<file path="config.mk">
export PLATFORM = sky130hd
export DESIGN_NAME = periodic_timer_bank
export DESIGN_NICKNAME = d
export VERILOG_FILES = /design/src/hdl/ptb_pkg.sv /design/src/hdl/ptb_front.sv /design/src/hdl/ptb_back.sv /design/src/hdl/ptb_rsp_q.sv /design/src/hdl/periodic_timer_bank.sv
export SDC_FILE = /design/constraint.sdc
export NUM_CORES = 1
export LEC_CHECK = 0
export BUFFER_PORTS_ARGS = -buffer_cell sky130_fd_sc_hd__buf_2
export CORE_ASPECT_RATIO = 1.4
export CORE_MARGIN = 1.5
export CORE_UTILIZATION = 55
export DETAILED_ROUTE_END_ITERATION = 8
export GPL_ROUTABILITY_DRIVEN = 0
export GPL_TIMING_DRIVEN = 0
export HOLD_SLACK_MARGIN = 0.08
export PLACE_DENSITY = 0.71
export RECOVER_POWER = 100
export SYNTH_ARGS = -nofsm -noshare
export SYNTH_HDL_FRONTEND = slang
export SYNTH_SLANG_ARGS = --single-unit
</file>
<file path="constraint.sdc">
create_clock -name i_clk -period 15.4 [get_ports i_clk]
set_clock_uncertainty 0.2 [all_clocks]
set_input_delay 1.54 -clock i_clk [delete_from_list [all_inputs] [get_ports i_clk]]
set_output_delay 1.54 -clock i_clk [all_outputs]
set_load 0.01 [all_outputs]
</file>
<file path="src/hdl/ptb_pkg.sv">
// periodic timer bank: shared types, constants and sizes
`timescale 1ns / 1ps
`default_nettype none

package ptb_pkg;

    localparam int NUM_TIMERS  = 16;
    localparam int COUNT_BITS  = 16;
    localparam int MAX_RESULTS = 16;
    localparam int TIDX_W      = (NUM_TIMERS > 1) ? $clog2(NUM_TIMERS) : 1;
    localparam int NCNT_W      = $clog2(MAX_RESULTS + 1);

    localparam int Q_DEPTH = 4;
    localparam int QPTR_W  = $clog2(Q_DEPTH);
    localparam int QCNT_W  = $clog2(Q_DEPTH + 1);

    typedef enum logic [1:0] {
        KIND_TICK   = 2'd0,
        KIND_ARM    = 2'd1,
        KIND_DISARM = 2'd2
    } t_kind;

    typedef enum logic [1:0] {
        OP_TICK,
        OP_ARM,
        OP_DISARM
    } t_op;

    localparam logic RK_EXPIRY = 1'b0;
    localparam logic RK_DISARM = 1'b1;

    typedef struct packed {
        t_op                   op;
        logic                  in_range;
        logic [3:0]            idx;
        logic [COUNT_BITS-1:0] start;
        logic [COUNT_BITS-1:0] interval;
    } t_cmd;

    typedef struct packed {
        logic valid;
        t_cmd cmd;
    } t_cmd_head;

    typedef struct packed {
        logic       result_kind;
        logic [3:0] timer_id;
        logic       was_armed;
        logic       last;
    } t_rsp;

    typedef struct packed {
        logic push;
        t_rsp rsp;
    } t_rsp_req;

endpackage

`default_nettype wire

</file>
<file path="src/hdl/ptb_front.sv">
// front end: request intake, classification and command queue
`timescale 1ns / 1ps
`default_nettype none

module ptb_front
    import ptb_pkg::*;
(
    input  wire logic        i_clk,
    input  wire logic        i_rst_n,
    input  wire logic        i_push,
    output logic             o_full,
    input  wire logic [1:0]  i_kind,
    input  wire logic [3:0]  i_timer_index,
    input  wire logic [15:0] i_start_count,
    input  wire logic [15:0] i_reload_interval,
    input  wire logic        i_pop,
    output t_cmd_head        o_head
);

    t_cmd              r_q [Q_DEPTH];
    logic [QPTR_W-1:0] r_wptr;
    logic [QPTR_W-1:0] r_rptr;
    logic [QCNT_W-1:0] r_cnt;

    t_cmd w_cmd;
    logic w_keep;
    logic w_wr;
    logic w_rd;

    always_comb begin
        w_cmd.in_range = (32'(i_timer_index) < NUM_TIMERS);
        w_cmd.idx      = i_timer_index;
        w_cmd.start    = COUNT_BITS'(i_start_count);
        w_cmd.interval = COUNT_BITS'(i_reload_interval);
        w_cmd.op       = OP_TICK;
        w_keep         = 1'b0;
        unique case (i_kind)
            KIND_TICK: begin
                w_cmd.op = OP_TICK;
                w_keep   = 1'b1;
            end
            KIND_ARM: begin
                w_cmd.op = OP_ARM;
                w_keep   = w_cmd.in_range;
            end
            KIND_DISARM: begin
                w_cmd.op = OP_DISARM;
                w_keep   = 1'b1;
            end
            default: begin
                w_keep = 1'b0;
            end
        endcase
    end

    assign o_full       = (r_cnt == QCNT_W'(Q_DEPTH));
    assign w_wr         = i_push && !o_full && w_keep;
    assign w_rd         = i_pop && (r_cnt != '0);
    assign o_head.valid = (r_cnt != '0);
    assign o_head.cmd   = r_q[r_rptr];

    always_ff @(posedge i_clk) begin
        if (w_wr) begin
            r_q[r_wptr] <= w_cmd;
        end
    end

    always_ff @(posedge i_clk) begin
        if (!i_rst_n) begin
            r_wptr <= '0;
            r_rptr <= '0;
            r_cnt  <= '0;
        end else begin
            if (w_wr) begin
                r_wptr <= r_wptr + QPTR_W'(1);
            end
            if (w_rd) begin
                r_rptr <= r_rptr + QPTR_W'(1);
            end
            r_cnt <= r_cnt + QCNT_W'(w_wr) - QCNT_W'(w_rd);
        end
    end

endmodule

`default_nettype wire

</file>
<file path="src/hdl/ptb_back.sv">
// back end: timer bank and command sequencer
`timescale 1ns / 1ps
`default_nettype none

module ptb_back
    import ptb_pkg::*;
(
    input  wire logic      i_clk,
    input  wire logic      i_rst_n,
    input  wire t_cmd_head i_head,
    output logic           o_pop,
    input  wire logic      i_rsp_full,
    output t_rsp_req       o_rsp_req
);

    typedef enum logic [1:0] {
        S_IDLE,
        S_SCAN,
        S_DONE
    } t_state;

    logic [COUNT_BITS-1:0] r_count  [NUM_TIMERS];
    logic [COUNT_BITS-1:0] r_reload [NUM_TIMERS];

    t_state            r_state,   n_state;
    logic [TIDX_W-1:0] r_scan,    n_scan;
    logic [NCNT_W-1:0] r_n,       n_n;
    logic              r_pend,    n_pend;
    logic [3:0]        r_pend_id, n_pend_id;

    logic [31:0]           w_idx_ext;
    logic [TIDX_W-1:0]     w_addr;
    logic [COUNT_BITS-1:0] w_cur;
    logic [COUNT_BITS-1:0] w_cur_rel;
    logic                  w_expire;
    logic                  w_record;
    logic                  w_we;
    logic [COUNT_BITS-1:0] w_wcount;
    logic [COUNT_BITS-1:0] w_wreload;

    assign w_idx_ext = 32'(i_head.cmd.idx);
    assign w_addr    = (r_state == S_SCAN) ? r_scan : w_idx_ext[TIDX_W-1:0];
    assign w_cur     = r_count[w_addr];
    assign w_cur_rel = r_reload[w_addr];
    assign w_expire  = (r_state == S_SCAN) && (w_cur == COUNT_BITS'(1));
    assign w_record  = w_expire && (r_n < NCNT_W'(MAX_RESULTS));

    always_comb begin
        n_state   = r_state;
        n_scan    = r_scan;
        n_n       = r_n;
        n_pend    = r_pend;
        n_pend_id = r_pend_id;
        o_pop     = 1'b0;
        o_rsp_req = '0;
        w_we      = 1'b0;
        w_wcount  = w_cur;
        w_wreload = w_cur_rel;
        unique case (r_state)
            S_IDLE: begin
                if (i_head.valid) begin
                    unique case (i_head.cmd.op)
                        OP_ARM: begin
                            o_pop     = 1'b1;
                            w_we      = 1'b1;
                            w_wcount  = i_head.cmd.start;
                            w_wreload = i_head.cmd.interval;
                        end
                        OP_DISARM: begin
                            if (!i_rsp_full) begin
                                o_pop                     = 1'b1;
                                o_rsp_req.push            = 1'b1;
                                o_rsp_req.rsp.result_kind = RK_DISARM;
                                o_rsp_req.rsp.timer_id    = i_head.cmd.idx;
                                o_rsp_req.rsp.was_armed   = i_head.cmd.in_range &&
                                                            (w_cur != '0);
                                o_rsp_req.rsp.last        = 1'b1;
                                w_we                      = i_head.cmd.in_range;
                                w_wcount                  = '0;
                                w_wreload                 = '0;
                            end
                        end
                        OP_TICK: begin
                            o_pop   = 1'b1;
                            n_scan  = TIDX_W'(NUM_TIMERS - 1);
                            n_n     = '0;
                            n_pend  = 1'b0;
                            n_state = S_SCAN;
                        end
                        default: begin
                            o_pop = 1'b1;
                        end
                    endcase
                end
            end
            S_SCAN: begin
                if (!(w_record && r_pend && i_rsp_full)) begin
                    if (w_cur != '0) begin
                        w_we     = 1'b1;
                        w_wcount = w_expire ? w_cur_rel : (w_cur - COUNT_BITS'(1));
                    end
                    if (w_record) begin
                        if (r_pend) begin
                            o_rsp_req.push            = 1'b1;
                            o_rsp_req.rsp.result_kind = RK_EXPIRY;
                            o_rsp_req.rsp.timer_id    = r_pend_id;
                            o_rsp_req.rsp.was_armed   = 1'b0;
                            o_rsp_req.rsp.last        = 1'b0;
                        end
                        n_pend    = 1'b1;
                        n_pend_id = 4'(r_scan);
                        n_n       = r_n + NCNT_W'(1);
                    end
                    if (r_scan == '0) begin
                        n_state = S_DONE;
                    end else begin
                        n_scan = r_scan - TIDX_W'(1);
                    end
                end
            end
            S_DONE: begin
                if (!r_pend) begin
                    n_state = S_IDLE;
                end else if (!i_rsp_full) begin
                    o_rsp_req.push            = 1'b1;
                    o_rsp_req.rsp.result_kind = RK_EXPIRY;
                    o_rsp_req.rsp.timer_id    = r_pend_id;
                    o_rsp_req.rsp.was_armed   = 1'b0;
                    o_rsp_req.rsp.last        = 1'b1;
                    n_pend                    = 1'b0;
                    n_state                   = S_IDLE;
                end
            end
            default: begin
                n_state = S_IDLE;
            end
        endcase
    end

    always_ff @(posedge i_clk) begin
        if (!i_rst_n) begin
            r_state   <= S_IDLE;
            r_scan    <= '0;
            r_n       <= '0;
            r_pend    <= 1'b0;
            r_pend_id <= '0;
        end else begin
            r_state   <= n_state;
            r_scan    <= n_scan;
            r_n       <= n_n;
            r_pend    <= n_pend;
            r_pend_id <= n_pend_id;
        end
    end

    // timer bank, one write port
    always_ff @(posedge i_clk) begin
        if (!i_rst_n) begin
            for (int i = 0; i < NUM_TIMERS; i++) begin
                r_count[i]  <= '0;
                r_reload[i] <= '0;
            end
        end else if (w_we) begin
            r_count[w_addr]  <= w_wcount;
            r_reload[w_addr] <= w_wreload;
        end
    end

endmodule

`default_nettype wire

</file>
<file path="src/hdl/ptb_rsp_q.sv">
// result queue between the sequencer and the result side
`timescale 1ns / 1ps
`default_nettype none

module ptb_rsp_q
    import ptb_pkg::*;
(
    input  wire logic     i_clk,
    input  wire logic     i_rst_n,
    input  wire t_rsp_req i_req,
    output logic          o_full,
    output logic          o_empty,
    input  wire logic     i_pop,
    output t_rsp          o_rsp
);

    t_rsp              r_q [Q_DEPTH];
    logic [QPTR_W-1:0] r_wptr;
    logic [QPTR_W-1:0] r_rptr;
    logic [QCNT_W-1:0] r_cnt;

    logic w_wr;
    logic w_rd;

    assign o_full  = (r_cnt == QCNT_W'(Q_DEPTH));
    assign o_empty = (r_cnt == '0);
    assign o_rsp   = r_q[r_rptr];
    assign w_wr    = i_req.push && !o_full;
    assign w_rd    = i_pop && !o_empty;

    always_ff @(posedge i_clk) begin
        if (w_wr) begin
            r_q[r_wptr] <= i_req.rsp;
        end
    end

    always_ff @(posedge i_clk) begin
        if (!i_rst_n) begin
            r_wptr <= '0;
            r_rptr <= '0;
            r_cnt  <= '0;
        end else begin
            if (w_wr) begin
                r_wptr <= r_wptr + QPTR_W'(1);
            end
            if (w_rd) begin
                r_rptr <= r_rptr + QPTR_W'(1);
            end
            r_cnt <= r_cnt + QCNT_W'(w_wr) - QCNT_W'(w_rd);
        end
    end

endmodule

`default_nettype wire

</file>
<file path="src/hdl/periodic_timer_bank.sv">
// periodic timer bank top level: front end, sequencer and result queue
//
// channel   direction  handshake              payload
// request   in         push / full            kind, timer_index, start_count, reload_interval
// result    out        empty / pop            result_kind, timer_id, was_armed, last
//
// arm and disarm are handled from the idle state of the sequencer; a tick visits each timer,
// highest first, one per cycle through the single bank port while results can be queued
// a four-entry command queue takes requests while the sequencer is busy
// results wait in a four-entry queue; when it is full the sequencer holds its place
// synchronous active-low reset clears all timers and both queues at once
`timescale 1ns / 1ps
`default_nettype none

module periodic_timer_bank
    import ptb_pkg::*;
(
    input  wire logic        i_clk,
    input  wire logic        i_rst_n,
    input  wire logic        push,
    output logic             full,
    input  wire logic [1:0]  i_kind,
    input  wire logic [3:0]  i_timer_index,
    input  wire logic [15:0] i_start_count,
    input  wire logic [15:0] i_reload_interval,
    output logic             empty,
    input  wire logic        pop,
    output logic             o_result_kind,
    output logic [3:0]       o_timer_id,
    output logic             o_was_armed,
    output logic             o_last
);

    t_cmd_head w_head;
    logic      w_cmd_pop;
    t_rsp_req  w_rsp_req;
    logic      w_rsp_full;
    t_rsp      w_rsp;

    ptb_front u_front (
        .i_clk             (i_clk),
        .i_rst_n           (i_rst_n),
        .i_push            (push),
        .o_full            (full),
        .i_kind            (i_kind),
        .i_timer_index     (i_timer_index),
        .i_start_count     (i_start_count),
        .i_reload_interval (i_reload_interval),
        .i_pop             (w_cmd_pop),
        .o_head            (w_head)
    );

    ptb_back u_back (
        .i_clk      (i_clk),
        .i_rst_n    (i_rst_n),
        .i_head     (w_head),
        .o_pop      (w_cmd_pop),
        .i_rsp_full (w_rsp_full),
        .o_rsp_req  (w_rsp_req)
    );

    ptb_rsp_q u_rsp_q (
        .i_clk   (i_clk),
        .i_rst_n (i_rst_n),
        .i_req   (w_rsp_req),
        .o_full  (w_rsp_full),
        .o_empty (empty),
        .i_pop   (pop),
        .o_rsp   (w_rsp)
    );

    assign o_result_kind = w_rsp.result_kind;
    assign o_timer_id    = w_rsp.timer_id;
    assign o_was_armed   = w_rsp.was_armed;
    assign o_last        = w_rsp.last;

    a_no_rsp_overflow: assert property (@(posedge i_clk) disable iff (!i_rst_n)
        !(w_rsp_req.push && w_rsp_full))
        else $error("result pushed into a full queue");

    a_pop_needs_cmd: assert property (@(posedge i_clk) disable iff (!i_rst_n)
        w_cmd_pop |-> w_head.valid)
        else $error("command taken from an empty queue");

    a_push_shows: assert property (@(posedge i_clk) disable iff (!i_rst_n)
        w_rsp_req.push |=> !empty)
        else $error("pushed result not visible");

endmodule

`default_nettype wire

</file>
* Word level (Yosys, flattened, before mapping)
Memory sizes are Yosys's and may differ from the RTL's. A register that Yosys moved wholly into a read port is not among the register bits.
Cells that the tools add are included.
** Word-level totals
- Bits in latches :: 0
- Logic and storage cells :: 149
- Flip-flop bits (word level) :: 30
- Memory bits (writable) :: 692
- Input bits :: 42
- ROM bits :: 0
- Memories :: 4
** Operators by class
- Add/subtract/negate cells :: 11
- Bitwise operators :: 1
- Divide/modulo/power cells :: 0
- Multiplexer cells :: 75
- Multipliers :: 0
- Magnitude comparators :: 1
- Shift operators :: 0
- Reduce and logical (&&, ||, !) cells :: 30
- Equality and inequality tests :: 16
** Memory list
- u_back.r_count :: words 16, width 16, rd ports 1, clocked after Yosys merged registers in 0, wr ports 16, line ptb_back.sv:22 : logic [COUNT_BITS-1:0] r_count [NUM_TIMERS];
- u_back.r_reload :: words 16, width 16, rd ports 1, clocked after Yosys merged registers in 0, wr ports 16, line ptb_back.sv:23 : logic [COUNT_BITS-1:0] r_reload [NUM_TIMERS];
- u_front.r_q :: words 4, width 38, rd ports 1, clocked after Yosys merged registers in 1, wr ports 1, line ptb_front.sv:20 : t_cmd r_q [Q_DEPTH];
- u_rsp_q.r_q :: words 4, width 7, rd ports 1, clocked after Yosys merged registers in 1, wr ports 1, line ptb_rsp_q.sv:17 : t_rsp r_q [Q_DEPTH];
** Operator list (count)
- $mux 16 :: 10
- $pmux 16 s2 :: 3
- $mux 8 :: 8
- $reduce_or 16->1 :: 2
- $mux 4 :: 7
- $mux 1 :: 25
- $pmux 8 s3 :: 1
- $mux 2 :: 10
- $mux 5 :: 4
- $reduce_and 5->1 :: 4
- $eq 16x1->1 const B :: 1
- $reduce_bool 16->1 :: 1
- $sub 16x1->16 const B :: 1
- $pmux 5 s2 :: 1
- $logic_and 1x1->1 :: 9
- $add 2x1->2 const B :: 4
- $ne 2x2->1 const B :: 4
- $pmux 4 s2 :: 1
- $add 3x1->3 :: 2
- $eq 2x1->1 const B :: 3
- $eq 2x2->1 const B :: 3
- $eq 3x3->1 const B :: 2
- $logic_not 2->1 :: 3
- $pmux 2 s3 :: 1
- other kinds (18) :: 24

* Depth between registers and ports, before layout
An unclocked memory read counts as a cell.
- Depth after elaboration :: 15
- Depth in mapped cells :: 25
- Mapped depth without buffers :: 20

* By module
A second synthesis with hierarchy kept.
** Unflattened totals
- Cell total of the unflattened synthesis :: 2312
- Area total of the unflattened synthesis :: 32894.0 sq um
** By module, submodules not included
- ptb_back :: instances 1, cells each 1975, seq. area each 15695.1 sq um, area an instance 25386.8 sq um
- ptb_front :: instances 1, cells each 250, seq. area each 4744.6 sq um, area an instance 6012.0 sq um
- ptb_rsp_q :: instances 1, cells each 87, seq. area each 1021.0 sq um, area an instance 1495.2 sq um

* Worst setup path after synthesis
OpenSTA, ideal clock, no wires.
- Path type :: flip-flop to flip-flop
- From :: register u_back.r_state[1]
- To :: memory u_back.r_count[4][0] (enable)
- Library setup time :: 0.478 ns
- Path slack :: 9.805 ns
- Required time :: 14.722 ns
- Arrival :: 4.917 ns
- Period minus slack after synthesis :: 5.595 ns
- Cell stages (with the launch flop) :: 21
- Cells stage by stage :: dfxtp_1 -> inv_1 -> ha_1 -> or2_2 -> buf_2 -> o221ai_4 -> buf_6 -> mux4_2 -> a22o_1 -> or3_1 -> inv_1 -> ha_1 -> nand2_1 -> nor2_1 -> a21oi_1 -> nor4b_4 -> a41o_1 -> a21oi_1 -> nand2_1 -> clkbuf_1 -> nand2_1
** RTL lines
- from (decl) :: line ptb_back.sv:25 : t_state r_state, n_state;
- from (signal assigned) :: line ptb_back.sv:148 : r_state <= n_state;
- to (decl) :: line ptb_back.sv:22

==> impl_metrics.json <==
{
  "slew_viol_final": 499,
  "start_util": 0.559,
  "setup_viol": 0,
  "grt_pass1_vias": 23900,
  "vias": 24100,
  "violations": "capacitance limit, slew limit",
  "clock_sinks": 726,
  "worstPathArrival_ns": 10.02,
  "gr-total-overflow": 0,
  "antenna_found_initial": 1,
  "critical_path_class": "reg2reg",
  "cts_max_level": 3,
  "synth.net_count": 2773,
  "clk_pin_slew_worst_paths_ns": 0.06,
  "drt_first_pass_iters": 6,
  "wirelength_um": 108000,
  "row_count": 105,
  "port-buffer-count": 50,
  "clockRootBuffer": "clkbuf_16",
  "cts_tree": "yes",
  "pwr_density_cell_nw_per_um2": 212,
  "endpoint_kind": "flip-flop",
  "whs_ns": 0.307,
  "syn_to_final_growth_pct": 9.84,
  "mostFrequentLayoutCells": "edfxtp_1, nand2_1, nor2_1",
  "ir_worst_vdd_mv": 0.134,
  "ys_warn_count": 0,
  "avgSynthCellArea_sq_um": 12.1,
  "drc_errors": 0,
  "setup_tns_ns": 0,
  "synth_top_area_share": 0.633,
  "synth_cell_types": 97,
  "tightest_slew_ns": 2.52,
  "syn-instance-count": 2704,
  "syn_area_sq_um": 32800,
  "drt-initial-drc-count": 3128,
  "fin_area_sq_um": 36000,
  "hold_violations": 0,
  "ios": 51,
  "die_h_um": 292,
  "cts.path.max_buffers": 3,
  "period_needed_ns": 10.17,
  "coreArea_sq_um": 58700,
  "timing.fmax_mhz": 98.3,
  "grt_max_degree": 35,
  "placed_cell_area_sq_um": 34500,
  "hold_class": "reg2reg",
  "die_area_sq_um": 61100,
  "async_reset_ff_frac": 0,
  "diodes": 0,
  "cap_violations": 23,
  "synthTopCellsByArea": "edfxtp_1, nand2_1, nor2_1",
  "slew-limit-headroom": -0.723,
  "fin_crit_sh": 0.661,
  "wl_per_cell_um": 29.5,
  "fp.dieW_um": 209,
  "outcome": "complete, but fails checks",
  "via_per_inst": 6.61,
  "postCtsSetupBuffers": 0,
  "antenna_left": 0,
  "cts_resized": 0,
  "cts_buffers": 68,
  "grt_use_total": 0.354,
  "netlist.top_cell.by_area": "edfxtp_1",
  "p_leak_nw": 12.3,
  "cts-hold-fix-buffers": 0,
  "synth_top_flop_cell": "edfxtp_1",
  "rsz0062_at_grt": "no",
  "yosysSeqAreaShare": 0.654,
  "drive_gt1_frac": 0.0945,
  "synth_edf_count": 692,
  "required_ns": 15.25,
  "final_nets": 2915,
  "detailed_place_hpwl_um": 71900,
  "grt_pass1_wl_um": 154000,
  "cp_max_fo": 20,
  "ys_seq_elements": 726,
  "critPathLaunchType": "flip-flop",
  "clk_latency_ns": 0.63,
  "final_common_cell": "edfxtp_1"
}
## flip-flops by register name (all words and copies together) (netlist names), named ones only
signal	cells
u_back.r_count	256
u_back.r_reload	256
u_front.r_q	152
u_rsp_q.r_q	28
u_back.r_n	5
u_back.r_pend_id	4
u_back.r_scan	4
u_front.r_cnt	3
u_rsp_q.r_cnt	3
u_back.r_state	2
u_front.r_rptr	2
u_front.r_wptr	2
u_rsp_q.r_rptr	2
u_rsp_q.r_wptr	2
u_back.r_pend	1
## power breakdown
group / total [W] / internal (W) / switching [W]
registers: 0.00239 / 0.00233 / 0.0000523
logic: 0.00364 / 0.000917 / 0.00272
clock network: 0.00162 / 0.000873 / 0.000745
## worst paths after layout
kind | from | to | slack, ns | cells after the start
setup reg to reg | flip-flop | u_back.r_count[0][3] | 5.23 | 20
hold reg to reg | u_back.r_n[3] | u_back.r_n[3] | 0.31 | 2
setup / recovery | flip-flop | u_back.r_count[0][3] | 5.23 | 20
hold / removal | u_back.r_n[3] | u_back.r_n[3] | 0.31 | 2
## metal layers
| metal | global-route usage | routed length [um] |
|---|---|---|
| met1 | 0.394 | 33900 |
| met4 | 0.307 | 10800 |
| met2 | 0.573 | 50300 |
| met3 | 0.0826 | 12600 |
| met5 | 0 | 12 |
## final cells by class
type / count / area, sq um
clock buffer: 82 / 1800
buffer: 218 / 956
clock inverter: 40 / 287
fill: 4527 / 22700
sequential: 726 / 21500
inverter: 31 / 116
timing repair buffer: 72 / 284
tap: 749 / 937
multi-input combinational: 1729 / 10200
## synth_stat cells (26+ instances only)
cell / n
inv_1: 31
dfxtp_1: 34
nor2_1: 367
a22oi_1: 46
nor3_1: 26
o21ai_0: 32
clkbuf_1: 121
edfxtp_1: 692
a21oi_1: 183
mux4_2: 54
nand3_1: 228
nand2_1: 403
mux2i_1: 32
and3_1: 40
buf_2: 57
## cell families (layout without fill, tap and decap cells)
kind of cell               count (synthesis)  in the layout  share of synthesized area
adders and majority gates                 27             27                     0.0108
AOI/OAI and AO/OA                        409            409                     0.0849
muxes                                    106            106                     0.0550
buffers and inverters                    249            443                     0.0334
xor gates and xnor gates                  13             13                    0.00347
DFF                                      726            726                      0.654
and+or+nand+nor                         1174           1174                      0.158
## critical path, stage by stage, from the launching register on
cell and delay (ns):
dfxtp_1 0.31, clkbuf_1 0.35, clkbuf_1 0.78, mux2i_1 0.27, clkbuf_1 0.35, a2bb2oi_1 0.86
o22ai_1 0.20, o21ai_0 0.25, nand4_1 0.65, inv_1 0.34, ha_1 0.19, nand2_1 0.08
nor2_1 0.12, a21oi_1 0.11, nor4b_1 0.60, a41o_1 0.56, a21oi_1 0.22, nand2_1 0.39
clkbuf_1 0.94, nand2_1 0.81, clkbuf_1 0.98
## through the flow
| stage | power (W) | setup slack [ns] | instances | utilization |
|---|---|---|---|---|
| 3_3_place_gp | 0.00580 | 6.67 | 3503 | 0.579 |
| 2_1_floorplan | 0.00458 | 9.81 | 2704 | - |
| 3_5_place_dp | 0.00590 | 7.79 | 3525 | 0.587 |
| 5_1_grt | 0.00786 | 5.11 | 3647 | 0.614 |
| 6_report | 0.00764 | 5.23 | 3647 | 0.614 |
| 4_1_cts | 0.00750 | 7.77 | 3647 | 0.622 |
(Power assumes the default switching activity.)
